## src/rtl/core/kcre_pkg.sv

```systemverilog
`timescale 1ns / 1ps

package kcre_pkg;

    localparam int PIXEL_W  = 8;
    localparam int COORD_W  = 11;
    localparam int DIM_W    = 12;
    localparam int LENGTH_W = 12;
    localparam int SLOT_W   = 3;
    localparam int CFG_IDX_W = 3;
    localparam int CFG_DATA_W = 12;

    localparam int MAX_COLUMNS_DEF = 2048;
    localparam int MAX_ROWS_DEF    = 2048;

    // lowest slot index at which a run is flagged as overflow
    localparam logic [SLOT_W-1:0] RUNS_PER_ROW = SLOT_W'(5);
    localparam logic [SLOT_W-1:0] SLOT_MAX     = '1;

    localparam logic [PIXEL_W-1:0] KEY_COLOR_RST = 8'd255;
    localparam logic [DIM_W-1:0]   WIDTH_RST     = 12'd640;
    localparam logic [DIM_W-1:0]   HEIGHT_RST    = 12'd480;

    typedef enum logic [CFG_IDX_W-1:0] {
        CFG_KEY_COLOR     = 3'd0,
        CFG_ORIGIN_X      = 3'd1,
        CFG_ORIGIN_Y      = 3'd2,
        CFG_WINDOW_WIDTH  = 3'd3,
        CFG_WINDOW_HEIGHT = 3'd4
    } t_cfg_idx;

    typedef struct packed {
        logic [PIXEL_W-1:0] key_color;
        logic [COORD_W-1:0] origin_x;
        logic [COORD_W-1:0] origin_y;
        logic [DIM_W-1:0]   window_width;
        logic [DIM_W-1:0]   window_height;
    } t_cfg;

    typedef struct packed {
        logic [COORD_W-1:0]  row;
        logic [COORD_W-1:0]  start;
        logic [LENGTH_W-1:0] length;
        logic [SLOT_W-1:0]   slot;
        logic                overflow;
    } t_run;

endpackage

```

## src/rtl/core/kcre_cfg.sv

```systemverilog
`timescale 1ns / 1ps

module kcre_cfg
    import kcre_pkg::*;
(
    input  logic                  i_clk,
    input  logic                  i_rst_n,
    input  logic                  i_cfg_valid,
    output logic                  o_cfg_ready,
    input  logic [CFG_IDX_W-1:0]  i_cfg_index,
    input  logic [CFG_DATA_W-1:0] i_cfg_data,
    output t_cfg                  o_cfg
);

    t_cfg r_cfg;
    t_cfg n_cfg;

    assign o_cfg_ready = 1'b1;
    assign o_cfg       = r_cfg;

    always_comb begin
        n_cfg = r_cfg;
        if (i_cfg_valid) begin
            unique case (t_cfg_idx'(i_cfg_index))
                CFG_KEY_COLOR:     n_cfg.key_color     = i_cfg_data[PIXEL_W-1:0];
                CFG_ORIGIN_X:      n_cfg.origin_x      = i_cfg_data[COORD_W-1:0];
                CFG_ORIGIN_Y:      n_cfg.origin_y      = i_cfg_data[COORD_W-1:0];
                CFG_WINDOW_WIDTH:  n_cfg.window_width  = i_cfg_data[DIM_W-1:0];
                CFG_WINDOW_HEIGHT: n_cfg.window_height = i_cfg_data[DIM_W-1:0];
                default:           n_cfg = r_cfg;
            endcase
        end
    end

    always_ff @(posedge i_clk) begin
        if (!i_rst_n) begin
            r_cfg.key_color     <= KEY_COLOR_RST;
            r_cfg.origin_x      <= '0;
            r_cfg.origin_y      <= '0;
            r_cfg.window_width  <= WIDTH_RST;
            r_cfg.window_height <= HEIGHT_RST;
        end else begin
            r_cfg <= n_cfg;
        end
    end

endmodule

```

## src/rtl/core/kcre_scan.sv

```systemverilog
`timescale 1ns / 1ps

module kcre_scan
    import kcre_pkg::*;
#(
    parameter int MAX_COLUMNS = MAX_COLUMNS_DEF,
    parameter int MAX_ROWS    = MAX_ROWS_DEF
) (
    input  logic               i_clk,
    input  logic               i_rst_n,
    input  t_cfg               i_cfg,
    input  logic               i_valid,
    output logic               o_stall,
    input  logic [PIXEL_W-1:0] i_pixel,
    input  logic               i_take,
    output logic               o_run_valid,
    output t_run               o_run
);

    localparam int CW  = $clog2(MAX_COLUMNS);
    localparam int RW  = (MAX_ROWS > 1) ? $clog2(MAX_ROWS) : 1;
    localparam int XCW = (CW + 1 > DIM_W) ? CW + 1 : DIM_W;
    localparam int YCW = (RW + 1 > DIM_W) ? RW + 1 : DIM_W;

    logic               r_valid;
    logic [PIXEL_W-1:0] r_pixel;
    logic [CW-1:0]      r_col,        n_col;
    logic [RW-1:0]      r_row,        n_row;
    logic               r_in_run,     n_in_run;
    logic [CW-1:0]      r_open_start, n_open_start;
    logic [SLOT_W-1:0]  r_runs,       n_runs;

    logic               process;
    logic               key;
    logic               row_end;
    logic               last_row;
    logic [XCW-1:0]     w_last;
    logic [YCW-1:0]     h_last;
    logic               emit;
    logic [CW-1:0]      run_start;
    logic [CW:0]        run_len;

    assign process = r_valid && i_take;
    assign o_stall = r_valid && !i_take;

    // last column / row index, with zero treated as one and clamped to the limit
    always_comb begin
        if (i_cfg.window_width == '0) begin
            w_last = '0;
        end else if (XCW'(i_cfg.window_width) > XCW'(MAX_COLUMNS)) begin
            w_last = XCW'(MAX_COLUMNS - 1);
        end else begin
            w_last = XCW'(i_cfg.window_width) - XCW'(1);
        end
        if (i_cfg.window_height == '0) begin
            h_last = '0;
        end else if (YCW'(i_cfg.window_height) > YCW'(MAX_ROWS)) begin
            h_last = YCW'(MAX_ROWS - 1);
        end else begin
            h_last = YCW'(i_cfg.window_height) - YCW'(1);
        end
    end

    assign key      = (r_pixel == i_cfg.key_color);
    assign row_end  = (XCW'(r_col) >= w_last);
    assign last_row = (YCW'(r_row) >= h_last);

    always_comb begin
        n_col        = r_col;
        n_row        = r_row;
        n_in_run     = r_in_run;
        n_open_start = r_open_start;
        n_runs       = r_runs;
        emit         = 1'b0;
        run_start    = r_open_start;
        run_len      = {1'b0, r_col} - {1'b0, r_open_start};

        if (!r_in_run) begin
            if (key) begin
                n_open_start = r_col;
                n_in_run     = 1'b1;
                run_start    = r_col;
                run_len      = (CW+1)'(1);
                emit         = row_end;
            end
        end else if (!key) begin
            n_in_run = 1'b0;
            emit     = 1'b1;
        end else if (row_end) begin
            run_len = {1'b0, r_col} - {1'b0, r_open_start} + (CW+1)'(1);
            emit    = 1'b1;
        end

        if (emit && r_runs != SLOT_MAX) begin
            n_runs = r_runs + SLOT_W'(1);
        end

        if (row_end) begin
            n_col    = '0;
            n_in_run = 1'b0;
            n_runs   = '0;
            n_row    = last_row ? '0 : r_row + RW'(1);
        end else begin
            n_col = r_col + CW'(1);
        end
    end

    assign o_run_valid    = process && emit;
    assign o_run.row      = i_cfg.origin_y + COORD_W'(r_row);
    assign o_run.start    = i_cfg.origin_x + COORD_W'(run_start);
    assign o_run.length   = LENGTH_W'(run_len);
    assign o_run.slot     = r_runs;
    assign o_run.overflow = (r_runs >= RUNS_PER_ROW);

    always_ff @(posedge i_clk) begin
        if (!i_rst_n) begin
            r_valid      <= 1'b0;
            r_col        <= '0;
            r_row        <= '0;
            r_in_run     <= 1'b0;
            r_open_start <= '0;
            r_runs       <= '0;
        end else begin
            if (!o_stall) begin
                r_valid <= i_valid;
            end
            if (process) begin
                r_col        <= n_col;
                r_row        <= n_row;
                r_in_run     <= n_in_run;
                r_open_start <= n_open_start;
                r_runs       <= n_runs;
            end
        end
    end

    always_ff @(posedge i_clk) begin
        if (i_valid && !o_stall) begin
            r_pixel <= i_pixel;
        end
    end

`ifndef SYNTH
    a_len_nonzero: assert property (@(posedge i_clk) disable iff (!i_rst_n)
        o_run_valid |-> run_len != '0)
        else $error("run of zero length reported");

    a_open_order: assert property (@(posedge i_clk) disable iff (!i_rst_n)
        r_in_run |-> r_open_start <= r_col)
        else $error("open run starts past current column");

    a_row_end_closes: assert property (@(posedge i_clk) disable iff (!i_rst_n)
        process && row_end |=> !r_in_run && r_col == '0 && r_runs == '0)
        else $error("row end did not reset run tracking");
`endif

endmodule

```

## src/rtl/core/kcre_out.sv

```systemverilog
`timescale 1ns / 1ps

module kcre_out
    import kcre_pkg::*;
(
    input  logic i_clk,
    input  logic i_rst_n,
    input  logic i_load_valid,
    input  t_run i_load_run,
    output logic o_take,
    output logic o_valid,
    input  logic i_stall,
    output t_run o_run
);

    logic r_valid;
    t_run r_run;

    // slot is free when empty or being drained this cycle
    assign o_take  = !r_valid || !i_stall;
    assign o_valid = r_valid;
    assign o_run   = r_run;

    always_ff @(posedge i_clk) begin
        if (!i_rst_n) begin
            r_valid <= 1'b0;
        end else if (o_take) begin
            r_valid <= i_load_valid;
        end
    end

    always_ff @(posedge i_clk) begin
        if (o_take && i_load_valid) begin
            r_run <= i_load_run;
        end
    end

endmodule

```

## src/rtl/core/key_color_run_extractor.sv

```systemverilog
`timescale 1ns / 1ps

// channel   dir  handshake                      payload
// pixel     in   i_pixel_valid / o_pixel_stall  i_pixel
// run       out  o_run_valid / i_run_stall      o_run_row, o_run_start, o_run_length,
//                                               o_run_slot, o_run_overflow
// cfg       in   i_cfg_valid / o_cfg_ready      i_cfg_index, i_cfg_data
//
// One pixel per clock sustained while the run output is not stalled. A pixel waits in the
// input register, and its run (if it closes one) is loaded into the output register
// that drives o_run_valid. Reset is synchronous, active low, no init pass.
// The run tracker advances only when the output register is free or draining, so a
// stalled run holds the input register; with both full, o_pixel_stall tracks i_run_stall.
module key_color_run_extractor
    import kcre_pkg::*;
#(
    parameter int MAX_COLUMNS = MAX_COLUMNS_DEF,
    parameter int MAX_ROWS    = MAX_ROWS_DEF
) (
    input  logic                  i_clk,
    input  logic                  i_rst_n,
    input  logic                  i_cfg_valid,
    output logic                  o_cfg_ready,
    input  logic [CFG_IDX_W-1:0]  i_cfg_index,
    input  logic [CFG_DATA_W-1:0] i_cfg_data,
    input  logic                  i_pixel_valid,
    output logic                  o_pixel_stall,
    input  logic [PIXEL_W-1:0]    i_pixel,
    output logic                  o_run_valid,
    input  logic                  i_run_stall,
    output logic [COORD_W-1:0]    o_run_row,
    output logic [COORD_W-1:0]    o_run_start,
    output logic [LENGTH_W-1:0]   o_run_length,
    output logic [SLOT_W-1:0]     o_run_slot,
    output logic                  o_run_overflow
);

    t_cfg cfg;
    logic take;
    logic scan_valid;
    t_run scan_run;
    t_run out_run;

    kcre_cfg u_cfg (
        .i_clk       (i_clk),
        .i_rst_n     (i_rst_n),
        .i_cfg_valid (i_cfg_valid),
        .o_cfg_ready (o_cfg_ready),
        .i_cfg_index (i_cfg_index),
        .i_cfg_data  (i_cfg_data),
        .o_cfg       (cfg)
    );

    kcre_scan #(
        .MAX_COLUMNS (MAX_COLUMNS),
        .MAX_ROWS    (MAX_ROWS)
    ) u_scan (
        .i_clk       (i_clk),
        .i_rst_n     (i_rst_n),
        .i_cfg       (cfg),
        .i_valid     (i_pixel_valid),
        .o_stall     (o_pixel_stall),
        .i_pixel     (i_pixel),
        .i_take      (take),
        .o_run_valid (scan_valid),
        .o_run       (scan_run)
    );

    kcre_out u_out (
        .i_clk        (i_clk),
        .i_rst_n      (i_rst_n),
        .i_load_valid (scan_valid),
        .i_load_run   (scan_run),
        .o_take       (take),
        .o_valid      (o_run_valid),
        .i_stall      (i_run_stall),
        .o_run        (out_run)
    );

    assign o_run_row      = out_run.row;
    assign o_run_start    = out_run.start;
    assign o_run_length   = out_run.length;
    assign o_run_slot     = out_run.slot;
    assign o_run_overflow = out_run.overflow;

endmodule

```

## config.mk

```make
export PLATFORM = sky130hd
export DESIGN_NAME = key_color_run_extractor
export DESIGN_NICKNAME = d
export VERILOG_FILES = /design/src/rtl/core/kcre_pkg.sv /design/src/rtl/core/kcre_cfg.sv /design/src/rtl/core/kcre_scan.sv /design/src/rtl/core/kcre_out.sv /design/src/rtl/core/key_color_run_extractor.sv
export SDC_FILE = /design/constraint.sdc
export NUM_CORES = 1
export LEC_CHECK = 0
export ABC_AREA = 1
export BUFFER_PORTS_ARGS = -buffer_cell sky130_fd_sc_hd__buf_2
export CAP_MARGIN = 20
export CORE_MARGIN = 1
export CORE_UTILIZATION = 36
export DETAILED_ROUTE_END_ITERATION = 10
export GPL_TIMING_DRIVEN = 0
export PLACE_DENSITY_LB_ADDON = 0.12
export SYNTH_ARGS = -nofsm -noshare
export SYNTH_HDL_FRONTEND = slang
export SYNTH_SLANG_ARGS = --single-unit
```

## constraint.sdc

```tcl
create_clock -name i_clk -period 8.9 [get_ports i_clk]
set_input_delay 2.225 -clock i_clk [delete_from_list [all_inputs] [get_ports i_clk]]
set_output_delay 2.225 -clock i_clk [all_outputs]
set_load 0.03 [all_outputs]
```

==> flow_summary.toml, run 1 <==
[outcome]
status = "finished, final reports clean"

[timing]
max_freq_mhz = 200.7
setup_tns_ns = 0
fin_crit_sh_pct = 55.98
holdWs_ns = 0.4771
final.setup_skew_ns = 0.01089
rsz0062_at_grt = "no"
finalSetupViolations = 0
worst_slew_pin_slew_ns = 0.8099
max_slew_margin_pct = 45.93
slew_viol_final = 0
hold_violations = 0
fin_crit_ns = 4.982

[die]
core_area_um2 = 21820
die_area_um2 = 22870
fp-row-count = 54
ios = 69
fp.dieH_um = 151.2
die_w_um = 151.2
initial_core_util_pct = 36.74

[synthesis]
syn_area_per_cell_um2 = 7.830
synth_cell_types = 47
syn_nets = 1116
syn_area_um2 = 8018
ys.flop_type = "dfxtp_1"
yosysTopAreaCellShare_pct = 23.22
synthArstFlopShare_pct = 0
synth_cells = 1024
yosys.area.top_type = "dfxtp_1"
synth_edf_count = 46
ys_seq_elements = 139
synth_commonest_cells = "159 x nand2_1, 137 x nor2_1, 134 x inv_1, 96 x o21ai_0, 93 x dfxtp_1"
seq_area_frac_synth_pct = 40.45
synthTopCellsByArea = "dfxtp_1 23%, edfxtp_1 17%, ha_1 9.5%"
yosysMostFrequentCell = "nand2_1"
ys.warnings.count = 0

[grt]
grt_pass1_vias = 6283
track_usage_pct = 19.19
antenna_found_initial = 0
grt_max_degree = 39
gr-total-overflow = 0
grt_pass1_wl_um = 33060

[setup_path]
worst_setup_path_start_kind = "primary input"
worstSetupEndpointType = "output pin"
crit_top_cell = "buf_2"
reg2reg_from = "u_scan.r_pixel[0]"
critPathArrivalTime_ns = 2.76
startpoint = "i_run_stall"
crit_chain = "buf_2, nand2_1, nor2_1, buf_2"
regToRegSetupSlack_ns = 4.96
path_class = "in2out"
cp_max_fo = 3
r2r-end = "u_out.o_run[25]"
crit_end = "o_pixel_stall"
cp.required_ns = 6.68
cp_slowest_cell = "buf_2"
reg2reg_depth = 21
max_stage_delay_ns = 0.23

[cells_and_area]
layout-drive-gt1-share_pct = 10.77
fillers = 2257
seqCellArea_um2 = 3243
nNetsFinal = 1202
fin_area_um2 = 9313
antenna_cells = 0
multi_input_area_um2 = 4144
stdcell_count = 1403
syn_to_final_growth_pct = 16.15

[clocking]
numCtsBuffers = 17
cts_tree = "yes"
cts_resized = 0
holdBufCountCts = 0
postCtsSetupBuffers = 0
htreeDepth = 4
cts-root-buf = "clkbuf_16"
numClockSinks = 139
clk_pin_slew_ns = 0.06
clock_latency_ns = 0.42
max-clock-path-buffers = 2

[placed_design]
dpl_cell_area_um2 = 8703
numPortBuffers = 67
dpl.cell_count = 1371
gp_congestion = 0.8390
dp_hpwl_um = 15770

[routing]
wl_met2_um = 9758
vias = 6833
dr.pass1.iters = 5
route.met3.wl_um = 689
route.detailed.drc = 0
routed_wl_um = 20670
drt-initial-drc-count = 449
ant_nets = 0
highest_layer = "met4"
wl_per_cell_um = 14.73
wl_met1_um = 9950
vias_per_cell = 4.870

[pwr]
swShare_pct = 26.24
p_int_uw = 1189
pwr-share-seq_pct = 42.7
finalPower_uw = 1612
p_switching_uw = 422.9
p_comb_share_pct = 11.2
peakVddDrop_v = 0.0001228
p_clk_share_pct = 46.0
power_density_nw_per_um2 = 173.1
p_leak_uw = 0.004245

[hold_path]
hold_class = "reg2reg"

[flow_run]
cap_viol_max_count = 0
worst min-delay path by stage:
stage | cells past startpoint | slack [ns] | startpoint | end
after floorplan | 2 | 0.44 | u_cfg.o_cfg[46] | u_cfg.o_cfg[46]
after global placement | 2 | 0.46 | u_cfg.o_cfg[52] | u_cfg.o_cfg[52]
after detailed placement | 2 | 0.46 | u_cfg.o_cfg[47] | u_cfg.o_cfg[47]
after CTS | 2 | 0.48 | u_cfg.o_cfg[47] | u_cfg.o_cfg[47]
after global routing | 2 | 0.50 | u_cfg.o_cfg[51] | u_cfg.o_cfg[51]
final | 2 | 0.48 | u_cfg.o_cfg[47] | u_cfg.o_cfg[47]
metrics by stage:
| stage | util [%] | setup slack (ns) |
|---|---|---|
| after floorplan | - | 3.930 |
| after global placement | 39.88 | 3.916 |
| after detailed placement | 39.88 | 3.909 |
| after CTS | 42.67 | 3.908 |
| after global routing | 42.67 | 3.863 |
| final | 42.67 | 3.918 |
kinds of logic after synthesis:
family          synth area share [%]
buf+inv                        7.865
other cells                  0.04677
xor+xnor                       6.008
simple gates                   22.80
flops                          40.45
fa+ha+maj                      10.27
compound gates                 12.56
power by group through the flow:
stage	Sequential, uW	Combinational, uW	Clock (uW)
after floorplan	705	124	0
after global placement	703	182	0
after detailed placement	703	183	0
after CTS	689	184	757
after global routing	691	208	782
final	689	181	742
layout by cell type, fill, tap and decap left out, types with 61 or more instances in the layout:
cell type	count
dfxtp_1	93
ha_1	61
a21oi_1	70
nor2_1	137
inv_1	133
nand3_1	61
o21ai_0	96
nand2_1	159
buf_2	69
routing by layer:
layer / GRT usage, % / vias up
met3: 3.494 / 19
met2: 31.60 / 123
met5: 0 / -
met4: 5.500 / 0
met1: 25.49 / 3124
li1: - / 3567
flip-flops by register name, indices dropped and copies added, names as in the netlist:
name and cells:
u_cfg.o_cfg 54, u_out.o_run 38, u_scan.r_col 11, u_scan.r_open_start 11, u_scan.r_row 11, u_scan.r_pixel 8, u_scan.r_runs 3, u_out.o_valid 1
u_scan.r_in_run 1, u_scan.r_valid 1
layout make-up:
| type | instances | share of cell area, % |
|---|---|---|
| inverter | 136 | 5.482 |
| clock buffer | 19 | 4.756 |
| multi-input combinational | 725 | 44.50 |
| tap | 280 | 3.762 |
| sequential | 139 | 34.82 |
| timing repair buffer | 67 | 3.601 |
| clock inverter | 13 | 1.787 |
| buffer | 24 | 1.290 |
worst max-delay path, delay by kind of cell:
family	cells	cell delay, ns
simple gates	2	0.23
buf+inv	2	0.31
(Power assumes the default switching activity.)
==> run 2: changes to the inputs <==
==> constraint.sdc (replaced) <==
create_clock -name i_clk -period 4.17 [get_ports i_clk]
set_input_delay 1.0425 -clock i_clk [delete_from_list [all_inputs] [get_ports i_clk]]
set_output_delay 1.0425 -clock i_clk [all_outputs]
set_load 0.03 [all_outputs]
==> flow_summary.toml, run 2 (synthesis gave the netlist of run 1 again) <==
[cells_and_area]
nNetsFinal = 1202
fin_util_pct = 42.74
layout-drive-gt1-share_pct = 11.22
fin_area_um2 = 9328
syn_to_final_growth_pct = 16.34
final_cell_mix = "159 x nand2_1, 137 x nor2_1, 133 x inv_1"
antenna_cells = 0
final_common_cell = "nand2_1"
largest_register_ffs = 54

[die]
core_area_um2 = 21820
initial_core_util_pct = 36.74
fp-row-count = 54
die_area_um2 = 22870
ios = 69
fp.dieH_um = 151.2
die_w_um = 151.2

[grt]
track_usage_pct = 19.19
grt_max_degree = 39
antenna_found_initial = 0
gr-total-overflow = 0
grt_pass1_wl_um = 33060
grt_pass1_vias = 6283

[setup_path]
cp_slowest_cell = "fa_1"
path_class = "reg2reg"
worst_setup_path_start_kind = "flip-flop"
crit_end = "u_out.o_run[26]"
r2r-end = "u_out.o_run[26]"
regToRegSetupSlack_ns = 0.41
startpoint = "u_scan.r_pixel[4]"
cp_max_fo = 10
crit_chain = "xor2_1, nor2_1, inv_1, nor2_1, nand3_2, inv_1, nand2_1, clkbuf_2, nand2_1, o21ai_0, ha_1, fa_1, a21oi_1, nor2_1, o21ai_0, nand2_1, nand2_1, nand2_1, a21oi_1, xor2_1"
worstSetupEndpointType = "flip-flop"
cp.required_ns = 4.34
crit_top_cell = "nand2_1"
reg2reg_from = "u_scan.r_pixel[4]"
critPathArrivalTime_ns = 3.93
max_stage_delay_ns = 0.44
reg2reg_depth = 20

[timing]
max_freq_mhz = 266.2
max_slew_margin_pct = 45.96
final.setup_skew_ns = 0.01092
worst_slew_pin_slew_ns = 0.8094
fin_crit_sh_pct = 90.09
finalWorstSetupSlack_ns = 0.4134
hold_violations = 0
slew_viol_final = 0
fin_crit_ns = 3.757
rsz0062_at_grt = "no"
setup_tns_ns = 0
holdWs_ns = 0.4771
finalSetupViolations = 0

[hold_path]
hold_class = "reg2reg"

[outcome]
status = "finished, final reports clean"

[routing]
route.detailed.drc = 0
wl_per_cell_um = 14.72
vias = 6824
drt-initial-drc-count = 475
dr.pass1.iters = 5
vias_per_cell = 4.864
ant_nets = 0
routed_wl_um = 20650

[pwr]
p_comb_share_pct = 11.3
p_int_uw = 2538
p_clk_share_pct = 46.0
pwr-share-seq_pct = 42.7
p_leak_uw = 0.004248
p_switching_uw = 902.8
peakVddDrop_v = 0.0002616
power_density_nw_per_um2 = 368.9
swShare_pct = 26.24

[clocking]
clk_pin_slew_ns = 0.07
holdBufCountCts = 0
cts_resized = 0
numClockSinks = 139
htreeDepth = 4
numCtsBuffers = 17
cts_tree = "yes"
clock_latency_ns = 0.42
postCtsSetupBuffers = 0
cts-root-buf = "clkbuf_16"
max-clock-path-buffers = 2

[placed_design]
dp_hpwl_um = 15770
gp_congestion = 0.8390
dpl_cell_area_um2 = 8703
numPortBuffers = 67
dp_worst_setup_slack_ns = 0.08506

[flow_run]
cap_viol_max_count = 0
-- run 2: critical path: cells and delay by family, from the launching register on --
kind	cells	cell delay, ns
DFF	1	0.39
xor gates and xnor gates	2	0.24
adders and majority gates	2	0.71
buffers and inverters	3	0.51
AOI/OAI and AO/OA	4	0.67
and+or+nand+nor	9	0.99
-- run 2: cell type report --
cell class,count,area (um2)
inverters,136,514.2
well taps,280,350.3
fillers,2253,12500
repair buffers,67,335.3
multi-input cells,725,4153
plain buffers,24,122.6
clock inverters,13,166.4
flip-flops and latches,139,3243
clock buffers,19,442.9
-- run 2: worst min-delay path by stage --
stage / startpoint / to / depth (start not counted)
after floorplan: u_cfg.o_cfg[46] / u_cfg.o_cfg[46] / 2
after global placement: u_cfg.o_cfg[52] / u_cfg.o_cfg[52] / 2
after global routing: u_cfg.o_cfg[51] / u_cfg.o_cfg[51] / 2
after CTS: u_cfg.o_cfg[47] / u_cfg.o_cfg[47] / 2
final: u_cfg.o_cfg[47] / u_cfg.o_cfg[47] / 2
after detailed placement: u_cfg.o_cfg[47] / u_cfg.o_cfg[47] / 2
-- run 2: through the flow --
stage,total power [uW],std cells
floorplan,1769,1024
global placement,1887,1371
detailed placement,1889,1371
CTS,3477,1403
global route,3588,1403
finish,3441,1403
-- run 2: layer usage --
metal / GRT usage, % / share of wire, % / up-vias
met3: 3.494 / 2.8 / 19
met1: 25.49 / 49 / 3134
met4: 5.500 / 1.3 / 0
met2: 31.60 / 47 / 109
met5: 0 / 0 / -
li1: - / - / 3562
-- run 2: power groups by stage --
stage	registers, uW	logic [uW]	clock network, uW
after global routing	1470	445	1670
after CTS	1470	392	1610
after floorplan	1500	264	0
after detailed placement	1500	390	0
final	1470	389	1580
after global placement	1500	388	0
